--- config.mk ---
export PLATFORM = sky130hd
export DESIGN_NAME = basic_source_tokenizer_unit
export DESIGN_NICKNAME = d
export VERILOG_FILES = /design/src/hw/rtl/bst_pkg.sv /design/src/hw/rtl/basic_source_tokenizer_unit.sv
export SDC_FILE = /design/constraint.sdc
export NUM_CORES = 1
export LEC_CHECK = 0
export BUFFER_PORTS_ARGS = -buffer_cell sky130_fd_sc_hd__buf_2
export CAP_MARGIN = 40
export CORE_MARGIN = 2
export CORE_UTILIZATION = 30
export CTS_BUF_LIST = sky130_fd_sc_hd__clkbuf_2 sky130_fd_sc_hd__clkbuf_4 sky130_fd_sc_hd__clkbuf_8
export DETAILED_ROUTE_END_ITERATION = 10
export GPL_ROUTABILITY_DRIVEN = 0
export PLACE_DENSITY = 0.47
export SLEW_MARGIN = 20
export SYNTH_ARGS = -nofsm -noshare
export SYNTH_HDL_FRONTEND = slang
export SYNTH_SLANG_ARGS = --single-unit
export TNS_END_PERCENT = 1
--- constraint.sdc ---
create_clock -name clk -period 5.3 [get_ports clk]
set_clock_uncertainty 0.05 [all_clocks]
set_input_delay 0.265 -clock clk [delete_from_list [all_inputs] [get_ports clk]]
set_output_delay 0.265 -clock clk [all_outputs]
set_load 0.02 [all_outputs]
--- src/hw/rtl/bst_pkg.sv ---
// Package: shared constants and result type for the source tokenizer.
package bst_pkg;

  localparam int PosWidth = 16;
  localparam int MaxNest  = 255;
  localparam int NestWidth = 8;

  localparam logic [PosWidth-1:0] PosMax = {PosWidth{1'b1}};

  localparam logic [2:0] M_IDLE   = 3'd0;
  localparam logic [2:0] M_IDENT  = 3'd1;
  localparam logic [2:0] M_NUMBER = 3'd2;
  localparam logic [2:0] M_STRING = 3'd3;
  localparam logic [2:0] M_LINE   = 3'd4;
  localparam logic [2:0] M_BLOCK  = 3'd5;

  localparam logic [4:0] K_IDENT   = 5'd0;
  localparam logic [4:0] K_NUMBER  = 5'd8;
  localparam logic [4:0] K_STRING  = 5'd9;
  localparam logic [4:0] K_COMMENT = 5'd10;
  localparam logic [4:0] K_COLON   = 5'd11;
  localparam logic [4:0] K_EQUAL   = 5'd12;
  localparam logic [4:0] K_COMMA   = 5'd13;
  localparam logic [4:0] K_LPAREN  = 5'd14;
  localparam logic [4:0] K_RPAREN  = 5'd15;
  localparam logic [4:0] K_EOL     = 5'd16;
  localparam logic [4:0] K_INVALID = 5'd17;

  typedef struct packed {
    logic [7:0]          bad_char;
    logic [PosWidth-1:0] length;
    logic [PosWidth-1:0] start_col;
    logic [PosWidth-1:0] start_line;
    logic [4:0]          kind;
  } tok_t;

  // Keyword characters, upper case, zero beyond the keyword's length.
  function automatic logic [7:0] kw_char(input logic [2:0] k, input logic [3:0] i);
    logic [63:0] s;
    s = 64'd0;
    unique case (k)
      3'd0: s = {40'd0, "MID"};
      3'd1: s = {48'd0, "SA"};
      3'd2: s = {16'd0, "GNIRTS"};
      3'd3: s = {8'd0, "REGETNI"};
      3'd4: s = "NOITCNUF";
      3'd5: s = {8'd0, "ERALCED"};
      3'd6: s = {40'd0, "DNE"};
      default: s = 64'd0;
    endcase
    kw_char = (i < 4'd8) ? s[i[2:0]*8 +: 8] : 8'd0;
  endfunction

  function automatic logic [3:0] kw_len(input logic [2:0] k);
    unique case (k)
      3'd0: kw_len = 4'd3;
      3'd1: kw_len = 4'd2;
      3'd2: kw_len = 4'd6;
      3'd3: kw_len = 4'd7;
      3'd4: kw_len = 4'd8;
      3'd5: kw_len = 4'd7;
      3'd6: kw_len = 4'd3;
      default: kw_len = 4'd0;
    endcase
  endfunction

endpackage

--- src/hw/rtl/basic_source_tokenizer_unit.sv ---
// Top level: byte-stream tokenizer for a small BASIC-like language.
//
// Input stream s_axis: one word per source byte; tdata = byte_req, tuser = is_end.
// An end word flushes any pending token, adds a final end of line if the line
// holds anything, and returns the scanner to its reset state.
// Output stream m_axis: one word per token. tdata packs kind, start_line,
// start_col, length, bad_char from the lowest bit up; tlast marks the final
// token caused by one input word.
// Each input word yields zero, one or two tokens. The scan state updates in the
// accepting cycle; tokens land in a two-entry output queue and are presented on
// m_axis from its head entry. One input word per cycle is taken while the
// queue can absorb that word's tokens; a word producing two tokens fills the
// queue and holds off the next word until a token drains, limiting the rate.
// When the receiver stalls, the queue holds its words and s_axis_tready drops
// as soon as the free space cannot take two more tokens.
// Reset (rst, synchronous) empties the queue and returns the scanner to the
// start of a source: line and column zero, no token open.
module basic_source_tokenizer_unit (
  input  logic        clk,
  input  logic        rst,
  input  logic        s_axis_tvalid,
  output logic        s_axis_tready,
  input  logic [7:0]  s_axis_tdata,   // byte_req
  input  logic        s_axis_tuser,   // is_end
  output logic        m_axis_tvalid,
  input  logic        m_axis_tready,
  output logic [63:0] m_axis_tdata,   // kind[4:0], start_line, start_col, length, bad_char, pad
  output logic        m_axis_tlast    // last
);
  import bst_pkg::*;

  // Scanner state.
  logic [2:0]           scan_mode;
  logic [6:0]           keyword_hits;
  logic [3:0]           ident_index;
  logic [NestWidth-1:0] nest_level;
  logic                 pending_quote, pending_slash;
  logic [PosWidth-1:0]  line_count, col_count, tok_line, tok_col, tok_length;
  logic                 has_statement;

  logic [2:0]           scan_mode_next;
  logic [6:0]           keyword_hits_next;
  logic [3:0]           ident_index_next;
  logic [NestWidth-1:0] nest_level_next;
  logic                 pending_quote_next, pending_slash_next;
  logic [PosWidth-1:0]  line_count_next, col_count_next;
  logic [PosWidth-1:0]  tok_line_next, tok_col_next, tok_length_next;
  logic                 has_statement_next;

  // Tokens produced by this word.
  tok_t       tok0, tok1;
  logic [1:0] n_tok;

  // Output queue, two entries.
  tok_t       q_data [2];
  logic       q_last [2];
  logic [1:0] q_count;
  logic       q_rd;

  logic in_fire, out_fire;
  logic [7:0] c;
  logic is_end;

  assign c      = s_axis_tdata;
  assign is_end = s_axis_tuser;

  // Accept only when both possible tokens fit after this cycle's drain.
  assign s_axis_tready = (q_count == 2'd0) || (q_count == 2'd1 && m_axis_tready)
                         || (q_count == 2'd2 && 1'b0);
  assign in_fire  = s_axis_tvalid && s_axis_tready;
  assign out_fire = m_axis_tvalid && m_axis_tready;

  function automatic logic [PosWidth-1:0] sat_inc(input logic [PosWidth-1:0] v);
    sat_inc = (v != PosMax) ? v + 1'b1 : v;
  endfunction

  function automatic logic is_alpha(input logic [7:0] b);
    is_alpha = (b >= "A" && b <= "Z") || (b >= "a" && b <= "z");
  endfunction

  function automatic logic is_digit(input logic [7:0] b);
    is_digit = b >= "0" && b <= "9";
  endfunction

  // Keyword tracking for one identifier character at a given index.
  logic [7:0] up;
  logic [6:0] hits_cont, hits_start;
  logic [4:0] ident_kind;

  assign up = (c >= "a" && c <= "z") ? c - 8'd32 : c;

  always_comb begin
    for (int k = 0; k < 7; k++) begin
      hits_cont[k]  = keyword_hits[k] && (ident_index < kw_len(3'(k)))
                      && (kw_char(3'(k), ident_index) == up);
      hits_start[k] = (kw_char(3'(k), 4'd0) == up);
    end
    ident_kind = K_IDENT;
    for (int k = 0; k < 7; k++) begin
      if (keyword_hits[k] && kw_len(3'(k)) == ident_index) ident_kind = 5'(k + 1);
    end
  end

  // Main next-state logic; push appends a token to tok0/tok1.
  always_comb begin
    tok_t t;
    logic do_idle;
    logic block_done;
    scan_mode_next     = scan_mode;
    keyword_hits_next  = keyword_hits;
    ident_index_next   = ident_index;
    nest_level_next    = nest_level;
    pending_quote_next = pending_quote;
    pending_slash_next = pending_slash;
    line_count_next    = line_count;
    col_count_next     = col_count;
    tok_line_next      = tok_line;
    tok_col_next       = tok_col;
    tok_length_next    = tok_length;
    has_statement_next = has_statement;
    tok0  = '0;
    tok1  = '0;
    n_tok = 2'd0;
    t     = '0;
    do_idle = 1'b0;
    block_done = 1'b0;

    t.start_line = tok_line;
    t.start_col  = tok_col;
    t.length     = tok_length;

    if (is_end) begin
      unique case (scan_mode)
        M_IDENT:  begin t.kind = ident_kind; tok0 = t; n_tok = 2'd1; end
        M_NUMBER: begin t.kind = K_NUMBER;   tok0 = t; n_tok = 2'd1; end
        M_STRING: begin t.kind = K_STRING;   tok0 = t; n_tok = 2'd1; end
        M_LINE, M_BLOCK: begin t.kind = K_COMMENT; tok0 = t; n_tok = 2'd1; end
        default: begin
          if (pending_slash) begin
            tok0 = '{bad_char: "/", length: PosWidth'(1), start_col: tok_col,
                     start_line: tok_line, kind: K_INVALID};
            n_tok = 2'd1;
          end
        end
      endcase
      if (has_statement) begin
        t = '{bad_char: 8'd0, length: '0, start_col: col_count,
              start_line: line_count, kind: K_EOL};
        if (n_tok == 2'd0) tok0 = t; else tok1 = t;
        n_tok = n_tok + 2'd1;
      end
      scan_mode_next = M_IDLE;  keyword_hits_next = 7'h7F; ident_index_next = '0;
      nest_level_next = '0;     pending_quote_next = 1'b0; pending_slash_next = 1'b0;
      line_count_next = '0;     col_count_next = '0;       tok_line_next = '0;
      tok_col_next = '0;        tok_length_next = '0;      has_statement_next = 1'b0;
    end else begin
      unique case (scan_mode)
        M_IDENT: begin
          if (is_alpha(c) || is_digit(c) || c == "_") begin
            tok_length_next   = sat_inc(tok_length);
            keyword_hits_next = hits_cont;
            ident_index_next  = (ident_index != 4'd15) ? ident_index + 4'd1 : ident_index;
          end else begin
            t.kind = ident_kind; tok0 = t; n_tok = 2'd1;
            scan_mode_next = M_IDLE; do_idle = 1'b1;
          end
        end
        M_NUMBER: begin
          if (is_digit(c)) tok_length_next = sat_inc(tok_length);
          else begin
            t.kind = K_NUMBER; tok0 = t; n_tok = 2'd1;
            scan_mode_next = M_IDLE; do_idle = 1'b1;
          end
        end
        M_STRING: begin
          if (c == "\"") begin
            t.kind = K_STRING; t.length = sat_inc(tok_length); tok0 = t; n_tok = 2'd1;
            tok_length_next = sat_inc(tok_length);
            scan_mode_next = M_IDLE;
          end else if (c == "\n") begin
            t.kind = K_STRING; tok0 = t; n_tok = 2'd1;
            scan_mode_next = M_IDLE; do_idle = 1'b1;
          end else tok_length_next = sat_inc(tok_length);
        end
        M_LINE: begin
          if (c == "\n") begin
            t.kind = K_COMMENT; tok0 = t; n_tok = 2'd1;
            scan_mode_next = M_IDLE; do_idle = 1'b1;
          end else tok_length_next = sat_inc(tok_length);
        end
        M_BLOCK: begin
          tok_length_next = sat_inc(tok_length);
          if (pending_quote && c == "/") begin
            pending_quote_next = 1'b0;
            block_done = 1'b1;
            if (nest_level <= NestWidth'(1)) begin
              nest_level_next = '0;
              t.kind = K_COMMENT; t.length = sat_inc(tok_length); tok0 = t; n_tok = 2'd1;
              scan_mode_next = M_IDLE;
            end else nest_level_next = nest_level - 1'b1;
          end else if (!pending_quote && pending_slash && c == "'") begin
            pending_slash_next = 1'b0;
            block_done = 1'b1;
            if (nest_level < NestWidth'(MaxNest)) nest_level_next = nest_level + 1'b1;
          end
          if (!block_done) begin
            pending_quote_next = (c == "'");
            pending_slash_next = (c == "/");
          end
        end
        default: begin
          scan_mode_next = M_IDLE;
          if (pending_slash) begin
            pending_slash_next = 1'b0;
            if (c == "'") begin
              tok_length_next = sat_inc(tok_length);
              nest_level_next = NestWidth'(1);
              pending_quote_next = 1'b0;
              scan_mode_next = M_BLOCK;
            end else begin
              tok0 = '{bad_char: "/", length: PosWidth'(1), start_col: tok_col,
                       start_line: tok_line, kind: K_INVALID};
              n_tok = 2'd1;
              do_idle = 1'b1;
            end
          end else do_idle = 1'b1;
        end
      endcase

      // Byte seen between tokens.
      if (do_idle && c != " " && c != "\t") begin
        if (c == "\n") begin
          t = '{bad_char: 8'd0, length: '0, start_col: col_count,
                start_line: line_count, kind: K_EOL};
          has_statement_next = 1'b0;
        end else begin
          has_statement_next = 1'b1;
          tok_line_next   = line_count;
          tok_col_next    = col_count;
          tok_length_next = PosWidth'(1);
          t = '{bad_char: 8'd0, length: PosWidth'(1), start_col: col_count,
                start_line: line_count, kind: K_INVALID};
          if (c == "'") scan_mode_next = M_LINE;
          else if (c == "/") pending_slash_next = 1'b1;
          else if (is_alpha(c) || c == "_") begin
            scan_mode_next    = M_IDENT;
            keyword_hits_next = hits_start;
            ident_index_next  = 4'd1;
          end else if (is_digit(c)) scan_mode_next = M_NUMBER;
          else if (c == "\"") scan_mode_next = M_STRING;
          else if (c == ":") t.kind = K_COLON;
          else if (c == "=") t.kind = K_EQUAL;
          else if (c == ",") t.kind = K_COMMA;
          else if (c == "(") t.kind = K_LPAREN;
          else if (c == ")") t.kind = K_RPAREN;
          else t.bad_char = c;
        end
        if (c == "\n" || !(c == "'" || c == "/" || is_alpha(c) || c == "_"
                           || is_digit(c) || c == "\"")) begin
          if (n_tok == 2'd0) tok0 = t; else tok1 = t;
          n_tok = n_tok + 2'd1;
        end
      end

      if (c == "\n") begin
        line_count_next = sat_inc(line_count);
        col_count_next  = '0;
      end else col_count_next = sat_inc(col_count);
    end
  end

  always_ff @(posedge clk) begin
    if (rst) begin
      scan_mode <= M_IDLE;  keyword_hits <= 7'h7F; ident_index <= '0;
      nest_level <= '0;     pending_quote <= 1'b0; pending_slash <= 1'b0;
      line_count <= '0;     col_count <= '0;       tok_line <= '0;
      tok_col <= '0;        tok_length <= '0;      has_statement <= 1'b0;
    end else if (in_fire) begin
      scan_mode <= scan_mode_next;         keyword_hits <= keyword_hits_next;
      ident_index <= ident_index_next;     nest_level <= nest_level_next;
      pending_quote <= pending_quote_next; pending_slash <= pending_slash_next;
      line_count <= line_count_next;       col_count <= col_count_next;
      tok_line <= tok_line_next;           tok_col <= tok_col_next;
      tok_length <= tok_length_next;       has_statement <= has_statement_next;
    end
  end

  // Output queue: entry 0 is the head. Shift on drain, append behind.
  assign q_rd = out_fire;

  always_ff @(posedge clk) begin
    if (rst) begin
      q_count <= 2'd0;
    end else begin
      q_count <= q_count - {1'b0, q_rd} + (in_fire ? n_tok : 2'd0);
    end
  end

  always_ff @(posedge clk) begin
    logic [1:0] base;
    base = q_count - {1'b0, q_rd};
    if (q_rd) begin
      q_data[0] <= q_data[1];
      q_last[0] <= q_last[1];
    end
    if (in_fire && n_tok != 2'd0) begin
      if (base == 2'd0) begin
        q_data[0] <= tok0;
        q_last[0] <= (n_tok == 2'd1);
        q_data[1] <= tok1;
        q_last[1] <= 1'b1;
      end else begin
        q_data[1] <= tok0;
        q_last[1] <= 1'b1;
      end
    end
  end

  assign m_axis_tvalid = (q_count != 2'd0);
  assign m_axis_tdata  = {3'd0, q_data[0]};
  assign m_axis_tlast  = q_last[0];

  // Queue never overflows.
  assert property (@(posedge clk) disable iff (rst) q_count <= 2'd2)
    else $error("output queue overflow");
  // Two tokens only arrive into an empty queue.
  assert property (@(posedge clk) disable iff (rst)
    (in_fire && n_tok == 2'd2) |-> (q_count - {1'b0, q_rd}) == 2'd0)
    else $error("two tokens into busy queue");
  // An end word leaves the scanner at line zero.
  assert property (@(posedge clk) disable iff (rst)
    (in_fire && is_end) |=> (line_count == '0 && scan_mode == M_IDLE))
    else $error("end word did not reset scanner");
  // Block comment depth is nonzero while inside one.
  assert property (@(posedge clk) disable iff (rst)
    scan_mode == M_BLOCK |-> nest_level != '0)
    else $error("block comment with zero depth");

endmodule
==> After elaboration in Yosys (flattened, before gate mapping) <==
Memories as Yosys holds them, arrays and structs flattened.
Index checks and enable logic that the tools add are counted.
{ "classes": {"shifts": 7, "n_eq_ne": 46, "n_lt_le_gt_ge": 13, "n_addsub": 11, "n_bitwise": 4, "reduce_logical": 67, "n_mux": 185} }
{ "ops": {"columns": ["op", "n"], "rows": [
  ["two-way mux 61 bit", 13],
  ["variable part select 64 x 7 -> 8 bit (first input constant)", 7],
  ["two-way mux 53 bit", 7],
  ["two-way mux 16 bit", 22],
  ["case mux 61 bit (5 select lines)", 1],
  ["case mux 59 bit (4 select lines)", 1],
  ["two-way mux 8 bit", 25],
  ["two-way mux 59 bit", 3],
  ["case mux 16 bit (5 select lines)", 1],
  ["two-way mux 5 bit", 15],
  ["two-way mux 37 bit", 2],
  ["equality test 8 x 6 -> 1 bit (second input constant)", 8],
  ["equality test 8 bit", 7],
  ["two-way mux 7 bit", 8],
  ["adder 16 x 1 -> 16 bit (second input constant)", 3],
  ["equality test 7 x 8 -> 1 bit (first input constant)", 6],
  ["two-way mux 1 bit", 48],
  ["two-way mux 3 bit", 16],
  ["inequality test 16 bit (second input constant)", 3],
  ["two-way mux 4 bit", 9],
  ["logical AND 1 bit", 33],
  [">= comparator 8 x 7 -> 1 bit (second input constant)", 2],
  ["<= comparator 8 x 7 -> 1 bit (second input constant)", 2],
  ["two-way mux 2 bit", 8],
  ["other kinds (46)", 83]
]} }
{ "totals": {"ram_bits": 124, "regBits": 107, "memories": 2, "out_inout_bits": 67} }
{ "memory_table": {"columns": ["name", "words", "width", "read_ports", "rd_ports_with_merged_regs", "write_ports", "line_no", "rtl"], "rows": [
  ["q_data", 2, 61, 2, 0, 2, "basic_source_tokenizer_unit.sv:55", "tok_t q_data [2];"],
  ["q_last", 2, 1, 2, 0, 2, "basic_source_tokenizer_unit.sv:56", "logic q_last [2];"]
]} }

==> Depth between registers and ports, before layout <==
Gate-level depths: netlist of the first run.
{ "depth": {"ltp_word": 17, "mapped_depth": 21} }

==> Least setup slack after synthesis of the first run <==
No wires, ideal clock.
{ "synth_timing": {"path_type": "reg-to-reg", "start": "register nest_level[0]", "end": "memory q_last[0] (data pin)", "period_less_slack_ns": 5.450, "t_required_ns": 4.993, "stages_incl_launch_ff": 18, "slack_ns": -0.150, "arrival_time_ns": 5.143, "path_cell_list": "dfxtp_1 inv_1 ha_1 o211ai_1 or2_1 o211ai_2 or4_1 buf_4 buf_2 ha_1 or3_1 nand2_1 nand3_1 a21oi_1 nor3_1 o21a_1 nand2_1 a22o_1"} }
{ "synth_rtl": {"columns": ["item", "line_no", "rtl"], "rows": [
  ["start: declaration", "basic_source_tokenizer_unit.sv:36", "logic [NestWidth-1:0] nest_level;"],
  ["start signal: assignment", "basic_source_tokenizer_unit.sv:280", "ident_index <= ident_index_next; nest_level <= nest_level_next;"],
  ["end: declaration", "basic_source_tokenizer_unit.sv:56", null]
]} }

==> results.md, run 1 <==
- Status: finished clean
- Avg WL per Cell: 19.5 um
- Syn-to-layout area delta: 13.3%
- Die width: 218 um
- Post-route DRC: 0
- Die footprint: 47700 sq um
- Internal cell power: 3.87 mW
- Post-CTS Resized: 0
- DR vias: 12600
- Hold EP: keyword_hits[2]
- Fin crit share: 0.838
- Seq/Total Area, Yosys: 0.425
- Syn Inst Count: 1603
- Reg2reg start: scan_mode[1]
- Cell area power density: 385 nW/um^2
- Max-Cap Viols: 0
- Setup tns final: 0 ps
- Port Buf Inserts: 76
- Clock-pin slew on the worst setup and hold paths: 60 ps
- Post-synth EDFFs: 123
- Share of layout cells above drive strength 1: 0.136
- R2R Setup Slk: 860 ps
- Worst path required time: 5550 ps
- Clk_lat worst skew: 580 ps
- Syn Area/Cell: 8.60 sq um
- Slew at the pin closest to its max-slew limit: 800 ps
- Total routed wirelength: 44200 um
- CTS tree: yes
- Max transition margin: 0.463
- Vias in the first global route: 12000
- Core box area: 45400 sq um
- Post-route ant nets: 0
- Congestion Overflow GR: 0
- Initial antenna violation count: 0
- Height of the die: 218 um
- Fillers: 4763
- First-pass DRT Iterations: 5
- Inserted Diodes: 0
- Comb power frac: 0.285
- Critical path fanouts, max: 63
- GRT Resource Usage Total: 0.186
- Arrival @ worst endpoint: 4690 ps
- Min-delay src: rst
- Hold Crit Class: primary input to register
- Switch share: 0.356
- Yosys cell types: 86
- Number of buffers created by CTS: 43
- CTS Sinks: 231
- Critical path class: register to register
- Unrepaired setup endpoints after global routing: false
- Synthesized cell area: 13800 sq um
- Register share of total power: 0.410
- Period minus WS final: 4440 ps
- Worst VDD drop: 0.000186 V
- WHS Path Cells: 3
- Final net count: 1665
- Clock power frac: 0.305
- DP HPWL: 29300 um
- Lkg Pwr: 5.28 nW
- Yosys warns: 0
- Post-place instance area: 14700 sq um
- Max Slew Vio Count: 0
- Vias per cell: 5.55
- Worst setup EP type: register
- Largest net degree at the start of global routing: 64
- CTS Buffer Depth: 3
- H-tree levels: 2
- Top FF cell, synth: edfxtp_1
- Num rows: 78
- Asr flop ratio synth: 0
- Wire length of the first global-routing pass: 70300 um
- Post-CTS Setup Bufs: 0
- Seq cells post-synth: 231
- Multi-input gate area: 7200 sq um
- CTS Hold Bufs: 0
- Starting Density: 0.304
- I/O Pins: 80
- Switching pwr: 2.14 mW
- Final setup vio count: 0
- Register area: 5860 sq um
- Startpoint types: register
- FF-to-FF End: q_data[0][32]
- Fin area: 15600 sq um
- First DRT Iteration DRCs: 1215
- Fmax: 225 MHz
- Clk root buf: clkbuf_8
- Hold Vio Cnt, Final: 0
- R2R cell count: 14
## synth_stat cells, types with 5 or more instances
cell type,n,share of area
o31ai_1,8,0.0044
mux2i_1,7,0.0051
buf_6,7,0.0057
and4_1,7,0.0044
nor4_1,12,0.0054
xnor2_1,22,0.014
o21a_1,5,0.0027
o21ai_0,89,0.032
buf_4,9,0.0049
clkbuf_1,93,0.025
edfxtp_1,123,0.27
o211ai_1,11,0.0060
a221oi_1,35,0.022
nor2_1,153,0.042
a41oi_1,5,0.0032
nor3_1,48,0.017
a22o_1,34,0.022
nand4_1,27,0.012
ha_1,21,0.019
xor2_1,29,0.018
nor2b_1,9,0.0041
and2_1,18,0.0082
o32ai_1,5,0.0032
a21oi_1,115,0.042
mux2_1,23,0.019
o2111ai_1,6,0.0038
nand3_1,77,0.028
buf_2,21,0.0076
a22oi_1,9,0.0049
or3_1,10,0.0045
and3_1,22,0.010
mux2_2,12,0.0098
o22ai_1,19,0.0086
nand2_1,195,0.053
a21o_1,11,0.0060
nand2b_1,19,0.0086
nor4b_1,5,0.0032
dfxtp_1,108,0.16
a31oi_1,54,0.025
inv_1,28,0.0076
buf_1,12,0.0033
a211oi_1,6,0.0033
## power by group through the flow
stage	registers (mW)	clock network [mW]	logic (mW)
finish	2.47	1.83	1.72
global route	2.50	1.98	1.87
CTS	2.48	1.90	1.73
detailed placement	2.51	0	1.72
global placement	2.50	0	1.70
floorplan	2.73	0	0.838
## layout by cell type (no fill, tap or decap), drive strengths merged, types with 9 or more instances in the layout
master  count
o22ai      20
o211ai     12
clkbuf     64
nor2b       9
edfxtp    123
a21o       11
a31oi      54
mux2       35
and2       19
nor3       50
nand3      77
a22oi       9
ha         21
inv        29
clkinv     12
or3        10
nor2      153
nor4       13
xor2       29
a221oi     35
nand4      27
and3       22
nand2     195
buf       123
nand2b     19
dfxtp     108
a22o       34
o21ai      92
xnor2      22
a21oi     116
## per-stage QoR
step	util	setup slack, ps	total power [mW]	std cells	hold slack [ps]
6_report	0.344	858	6.01	2264	77.1
5_1_grt	0.344	568	6.34	2264	95.4
4_1_cts	0.343	818	6.10	2260	55.4
3_5_place_dp	0.323	621	4.23	2182	382
3_3_place_gp	0.322	552	4.21	2178	385
2_1_floorplan	-	33.2	3.57	1605	368
## logic make-up (layout without fill, tap and decap cells)
group,count (synthesis),after routing,synth area share
other,1,3,0.000272
multiplexers,42,42,0.0337
adder cells (fa/ha/maj),21,21,0.0191
AND/OR/NAND/NOR,631,631,0.218
AO/OA/AOI/OAI,454,454,0.216
XOR/XNOR,51,51,0.0324
flip-flops,231,231,0.425
buffers and inverters,172,231,0.0550
## state kept, by name (all words and copies together) (netlist names)
register	cells
q_data	122
col_count	16
line_count	16
tok_col	16
tok_length	16
tok_line	16
nest_level	8
keyword_hits	7
ident_index	4
scan_mode	3
q_count	2
q_last	2
has_statement	1
pending_quote	1
pending_slash	1
## area by class of cell
class	instances	share of cell area
Timing Repair Buffer	123	0.0500
Multi-Input combinational cell	1202	0.461
Clock inverter	14	0.00817
Inverter	30	0.00721
Tap cell	600	0.0481
Sequential cell	231	0.375
Clock buffer	64	0.0508
## worst max path at each step
stage | startpoint | endpoint | slack, ps | cells past startpoint
global placement | s_axis_tdata[2] | q_data[0][13] | 550 | 15
global route | nest_level[0] | q_data[0][32] | 570 | 16
CTS | nest_level[0] | q_data[1][60] | 820 | 15
finish | scan_mode[1] | q_data[0][32] | 860 | 14
detailed placement | s_axis_tdata[2] | q_data[0][27] | 620 | 16
floorplan | nest_level[0] | q_data[0][0] | 30 | 18
## per-layer routing
| metal | wire [um] | up-vias | part of all wire | track usage |
|---|---|---|---|---|
| met1 | 20900 | 6095 | 0.47 | 0.269 |
| met5 | 0 | - | 0 | 0 |
| met2 | 19700 | 413 | 0.45 | 0.285 |
| met3 | 2750 | 65 | 0.062 | 0.0294 |
| met4 | 843 | 0 | 0.019 | 0.0494 |
| li1 | - | 5992 | - | - |
## worst max-delay path, cell delays in order (launching register included)
cell	delay (ps)
dfxtp_1	640
nand2b_1	340
or2_2	260
o211ai_2	120
or4_1	550
ha_1	320
or3_1	120
nand2_1	60
nand3_1	80
a21oi_1	80
nor3_1	330
o211a_4	230
buf_4	340
buf_16	290
mux2_1	360
Power figures use the tool's default switching activity.
==> run 2: changes to the inputs <==
--- a/config.mk
+++ b/config.mk
@@ -12,7 +12,7 @@
 export CTS_BUF_LIST = sky130_fd_sc_hd__clkbuf_2 sky130_fd_sc_hd__clkbuf_4 sky130_fd_sc_hd__clkbuf_8
 export DETAILED_ROUTE_END_ITERATION = 10
 export GPL_ROUTABILITY_DRIVEN = 0
-export PLACE_DENSITY = 0.47
+export PLACE_DENSITY = 0.45
 export SLEW_MARGIN = 20
 export SYNTH_ARGS = -nofsm -noshare
 export SYNTH_HDL_FRONTEND = slang
==> constraint.sdc (replaced) <==
create_clock -name clk -period 4.65 [get_ports clk]
set_clock_uncertainty 0.05 [all_clocks]
set_input_delay 0.2325 -clock clk [delete_from_list [all_inputs] [get_ports clk]]
set_output_delay 0.2325 -clock clk [all_outputs]
set_load 0.02 [all_outputs]
==> results.md, run 2 (same netlist as run 1, synthesis figures left out) <==
- Status: finished clean (unchanged)
- Num rows: 78 (unchanged)
- Critical path fanouts, max: 41 (was 63)
- Worst VDD drop: 0.000235 V (was 0.000186 V)
- Height of the die: 218 um (unchanged)
- Arrival @ worst endpoint: 4480 ps (was 4690 ps)
- Total power: 6.89 mW (was 6.01 mW)
- GRT Resource Usage Total: 0.186 (about the same)
- Hold Crit Class: primary input to register (unchanged)
- Slew at the pin closest to its max-slew limit: 819 ps (was 800 ps)
- Biggest register: q_data (unchanged)
- Total routed wirelength: 44800 um (was 44200 um)
- Core box area: 45400 sq um (unchanged)
- Worst setup EP type: register (unchanged)
- Worst path required time: 4800 ps (was 5550 ps)
- Reg2reg start: scan_mode[2] (was scan_mode[1])
- Period minus WS final: 4330 ps (was 4440 ps)
- Post-CTS Resized: 0 (unchanged)
- WHS: 148 ps (was 77.1 ps)
- Hold EP: q_data[1][60] (was keyword_hits[2])
- Startpoint types: register (unchanged)
- Clk root buf: clkbuf_8 (unchanged)
- R2R cell count: 13 (was 14)
- Switching pwr: 2.46 mW (was 2.14 mW)
- Wire length of the first global-routing pass: 70400 um (was 70300 um)
- Setup tns final: 0 ps (unchanged)
- Unrepaired setup endpoints after global routing: false (unchanged)
- CP peak stage delay: 590 ps (was 640 ps)
- I/O Pins: 80 (unchanged)
- Cell area power density: 439 nW/um^2 (was 385 nW/um^2)
- Max-Cap Viols: 0 (unchanged)
- Fillers: 4791 (was 4763)
- Post-route DRC: 0 (unchanged)
- Hold Vio Cnt, Final: 0 (unchanged)
- Switch share: 0.357 (was 0.356)
- Register share of total power: 0.405 (was 0.410)
- Clock power frac: 0.310 (was 0.305)
- Share of layout cells above drive strength 1: 0.145 (was 0.136)
- Port Buf Inserts: 76 (unchanged)
- Inserted Diodes: 0 (unchanged)
- CTS tree: yes (unchanged)
- Fmax: 231 MHz (was 225 MHz)
- DR vias: 12600 (about the same)
- H-tree levels: 2 (unchanged)
- Highest-count cells in the layout ignoring fill and taps: 195 x nand2_1, 152 x nor2_1, 123 x edfxtp_1, 114 x a21oi_1, 108 x dfxtp_1 (unchanged)
- Largest net degree at the start of global routing: 83 (was 64)
- Clock-pin slew on the worst setup and hold paths: 70 ps (was 60 ps)
- Max Slew Vio Count: 0 (unchanged)
- Min-delay src: s_axis_tdata[7] (was rst)
- Number of buffers created by CTS: 41 (was 43)
- Commonest non-fill, non-tap cell in the layout: nand2_1 (unchanged)
- Internal cell power: 4.43 mW (was 3.87 mW)
- Max FFs per register: 122 (unchanged)
- Final setup vio count: 0 (unchanged)
- Syn-to-layout area delta: 14.1% (was 13.3%)
- Congestion Overflow GR: 0 (unchanged)
- Final net count: 1678 (was 1665)
- R2R Setup Slk: 320 ps (was 860 ps)
- Fin crit share: 0.930 (was 0.838)
- First DRT Iteration DRCs: 1056 (was 1215)
- Die footprint: 47700 sq um (unchanged)
- DP HPWL: 29900 um (was 29300 um)
- FF-to-FF End: q_data[1][1] (was q_data[0][32])
- Max transition margin: 0.453 (was 0.463)
- Post-route ant nets: 0 (unchanged)
- CTS Sinks: 231 (unchanged)
- CP Cell Sequence: inv_1 -> and3_1 -> a22oi_1 -> o211ai_2 -> or4_1 -> ha_1 -> or3_1 -> nand2_1 -> nand3_1 -> a21oi_1 -> nor3_1 -> o21a_4 -> buf_4 (was nand2b_1 -> or2_2 -> o211ai_2 -> or4_1 -> ha_1 -> or3_1 -> nand2_1 -> nand3_1 -> a21oi_1 -> nor3_1 -> o211a_4 -> buf_4 -> buf_16 -> mux2_1)
- Die width: 218 um (unchanged)
- Vias per cell: 5.52 (was 5.55)
- Comb power frac: 0.284 (was 0.285)
- Critical path class: register to register (unchanged)
- Vias in the first global route: 11900 (was 12000)
- First-pass DRT Iterations: 5 (unchanged)
- Initial antenna violation count: 0 (unchanged)
- CTS Buffer Depth: 3 (unchanged)
- Avg WL per Cell: 19.7 um (was 19.5 um)
- Slowest CP cell: or4_1 (was dfxtp_1)
- WHS Path Cells: 2 (was 3)
- Lkg Pwr: 5.36 nW (was 5.28 nW)
- Starting Density: 0.304 (unchanged)
- Clk_lat worst skew: 580 ps (about the same)
[run 2: how the worst max path moves through the flow]
stage	from	end	slack, ps	cells after the start
floorplan	nest_level[0]	q_data[0][0]	-60	18
global placement	s_axis_tdata[7]	q_data[1][43]	290	14
detailed placement	s_axis_tdata[7]	q_data[1][50]	290	14
CTS	nest_level[1]	q_data[1][40]	310	14
global route	scan_mode[2]	q_data[1][0]	8	13
finish	scan_mode[2]	q_data[1][1]	320	13
[run 2: timing repair]
action	4_1_cts	5_1_grt
hold buffers	2	0
endpoints found under the hold margin	2	0
buffers inserted	0	0
[run 2: per-stage QoR]
step | cells | util | area (sq um) | worst slack [ps]
2_1_floorplan | 1605 | - | 13800 | -64.5
3_3_place_gp | 2192 | 0.324 | 14700 | 291
3_5_place_dp | 2195 | 0.325 | 14700 | 287
4_1_cts | 2273 | 0.346 | 15700 | 312
5_1_grt | 2277 | 0.346 | 15700 | 8.43
6_report | 2277 | 0.346 | 15700 | 323
[run 2: power groups by stage]
| stage | Combinational, mW | Clock (mW) | Sequential, mW |
|---|---|---|---|
| floorplan | 0.959 | 0 | 3.11 |
| global placement | 1.94 | 0 | 2.85 |
| detailed placement | 1.96 | 0 | 2.84 |
| CTS | 1.97 | 2.20 | 2.81 |
| global route | 2.12 | 2.30 | 2.83 |
| finish | 1.96 | 2.14 | 2.80 |
[run 2: routing by layer]
metal  global-route usage  wire (um)
met3               0.0445       3020
met1                0.257      20900
met4               0.0535        786
met5                    0          0
met2                0.288      20100
[run 2: layout make-up]
type / count / area [sq um] / share of cell area
repair buffers: 138 / 863 / 0.0549
clock buffers: 67 / 816 / 0.0519
flip-flops and latches: 231 / 5860 / 0.373
multi-input cells: 1202 / 7210 / 0.459
well taps: 600 / 751 / 0.0478
inverters: 30 / 113 / 0.00716
clock inverters: 9 / 113 / 0.00716
[run 2: worst max-delay path: cells and delay by family, from the launching register on]
| family | cells | cell delay [ps] |
|---|---|---|
| buffers and inverters | 2 | 700 |
| flip-flops | 1 | 440 |
| AO/OA/AOI/OAI | 4 | 890 |
| adder cells (fa/ha/maj) | 1 | 330 |
| AND/OR/NAND/NOR | 6 | 1450 |
==> run 3: changes to the inputs <==
--- a/config.mk
+++ b/config.mk
@@ -7,6 +7,7 @@
 export LEC_CHECK = 0
 export BUFFER_PORTS_ARGS = -buffer_cell sky130_fd_sc_hd__buf_2
 export CAP_MARGIN = 40
+export CORE_ASPECT_RATIO = 1.2
 export CORE_MARGIN = 2
 export CORE_UTILIZATION = 30
 export CTS_BUF_LIST = sky130_fd_sc_hd__clkbuf_2 sky130_fd_sc_hd__clkbuf_4 sky130_fd_sc_hd__clkbuf_8
==> results.md, run 3 (same netlist as run 1, synthesis figures left out) <==
- Switch share: 0.361 (was 0.357)
- Die footprint: 47700 sq um (about the same)
- Register share of total power: 0.418 (was 0.405)
- Post-CTS Setup Bufs: 0 (unchanged)
- GRT Resource Usage Total: 0.189 (was 0.186)
- Final setup vio count: 0 (unchanged)
- CTS tree: yes (unchanged)
- Post-route DRC: 0 (unchanged)
- Hold Crit Class: primary input to register (unchanged)
- Avg WL per Cell: 19.6 um (was 19.7 um)
- First DRT Iteration DRCs: 975 (was 1056)
- Worst path required time: 5010 ps (was 4800 ps)
- Congestion Overflow GR: 0 (unchanged)
- Wire length of the first global-routing pass: 71000 um (was 70400 um)
- Commonest non-fill, non-tap cell in the layout: nand2_1 (unchanged)
- Final net count: 1678 (unchanged)
- Fmax: 241 MHz (was 231 MHz)
- First-pass DRT Iterations: 5 (unchanged)
- Slew at the pin closest to its max-slew limit: 893 ps (was 819 ps)
- Max Slew Vio Count: 0 (unchanged)
- Max transition margin: 0.403 (was 0.453)
- Post-CTS Resized: 0 (unchanged)
- Worst setup EP type: register (unchanged)
- Total routed wirelength: 45000 um (was 44800 um)
- Syn-to-layout area delta: 13.8% (was 14.1%)
- Vias in the first global route: 12100 (was 11900)
- Num rows: 86 (was 78)
- Cell area power density: 431 nW/um^2 (was 439 nW/um^2)
- Vias per cell: 5.43 (was 5.52)
- Initial antenna violation count: 0 (unchanged)
- M2 GR Usage: 0.322 (was 0.288)
- H-tree levels: 2 (unchanged)
- Highest-count cells in the layout ignoring fill and taps: 195 x nand2_1, 152 x nor2_1, 123 x edfxtp_1, 114 x a21oi_1, 108 x dfxtp_1 (unchanged)
- Period minus WS final: 4140 ps (was 4330 ps)
- Critical path fanouts, max: 32 (was 41)
- CTS Hold Bufs: 0 (was 2)
- Internal cell power: 4.32 mW (was 4.43 mW)
- DR vias: 12500 (was 12600)
- Total power: 6.75 mW (was 6.89 mW)
- GR peak layer: met2 (unchanged)
- Worst VDD drop: 0.000172 V (was 0.000235 V)
- Arrival @ worst endpoint: 4510 ps (was 4480 ps)
- Core box area: 45600 sq um (was 45400 sq um)
- DP HPWL: 30800 um (was 29900 um)
- Final cell count without fillers: 2293 (was 2277)
- Fin crit share: 0.891 (was 0.930)
- Critical path class: register to register (unchanged)
- Die width: 200 um (was 218 um)
- Largest net degree at the start of global routing: 66 (was 83)
- Clock-pin slew on the worst setup and hold paths: 60 ps (was 70 ps)
- Clk root buf: clkbuf_8 (unchanged)
- CTS Buffer Depth: 3 (unchanged)
- I/O Pins: 80 (unchanged)
- CTS Sinks: 231 (unchanged)
- Max-Cap Viols: 0 (unchanged)
- Unrepaired setup endpoints after global routing: false (unchanged)
- Global Route met1 Usage: 0.250 (was 0.257)
- Status: finished clean (unchanged)
- Inst Count DP: 2216 (was 2195)
- Comb power frac: 0.288 (was 0.284)
- Post-route ant nets: 0 (unchanged)
- Hold Vio Cnt, Final: 0 (unchanged)
- Starting Density: 0.302 (was 0.304)
- Clk_lat worst skew: 570 ps (was 580 ps)
- Met3 Use GR: 0.0237 (was 0.0445)
- Clock power frac: 0.294 (was 0.310)
- Share of layout cells above drive strength 1: 0.142 (was 0.145)
- Startpoint types: register (unchanged)
- Switching pwr: 2.44 mW (was 2.46 mW)
- Lkg Pwr: 5.33 nW (was 5.36 nW)
- Max FFs per register: 122 (unchanged)
- Port Buf Inserts: 76 (unchanged)
- Number of buffers created by CTS: 40 (was 41)
- Height of the die: 239 um (was 218 um)
- Biggest register: q_data (unchanged)
- R2R Setup Slk: 510 ps (was 320 ps)
run 3: cell count changes in the layout (fill, tap and decap cells not counted), moves of 2 or more:
cell and change:
clkinv_2 +3, clkbuf_2 -2, buf_2 -3, clkbuf_4 -8
buf_4 +5, dlygate4sd3_1 -2, clkinv_1 +6
run 3: area by class of cell:
class	count	area (sq um)
multi-input cells	1202	7200
clock buffers	59	756
fillers	4803	29900
clock inverters	15	95.1
inverters	30	113
diodes	1	2.50
well taps	616	771
flip-flops and latches	231	5860
repair buffers	139	891
run 3: metrics by stage:
step / util / setup TNS [ps] / setup slack [ps] / cell area [sq um] / hold slack [ps]
after floorplan: - / -4000 / -64.5 / 13800 / 368
after global placement: 0.324 / 0 / 366 / 14800 / 379
after CTS: 0.344 / 0 / 311 / 15700 / 9.49
after detailed placement: 0.325 / 0 / 314 / 14800 / 384
after global routing: 0.344 / 0 / 91.2 / 15700 / 26.1
final: 0.344 / 0 / 506 / 15700 / 62.8
run 3: layer usage:
layer	share of wire	up-vias
li1	-	6004
met1	0.45	6052
met2	0.49	336
met3	0.046	62
met4	0.020	0
met5	0	-
run 3: final timing paths:
path | startpoint | to | cells after the start
worst max-delay path | nest_level[0] | q_data[1][6] | 15
worst min-delay path | rst | ident_index[3] | 2
worst max register to register | nest_level[0] | q_data[1][6] | 15
worst min register to register | q_last[1] | q_last[1] | 1
run 3: power groups by stage:
stage               Clock (mW)  Combinational, mW  Sequential [mW]
finish                    1.99               1.95             2.82
global route              2.15               2.13             2.86
CTS                       2.06               1.97             2.84
detailed placement           0               1.96             2.87
global placement             0               1.95             2.88
floorplan                    0              0.959             3.11
run 3: critical path: stages, from the launching register on:
cell and delay [ps]:
dfxtp_1 390, inv_1 100, ha_1 250, o211ai_1 210, or2_1 230, o211ai_2 120, or4_1 560, ha_1 310
or3_1 340, nand2_1 90, nand3_1 70, a21oi_1 230, nor4_1 110, o21ai_2 190, o21a_4 510, a22o_1 220
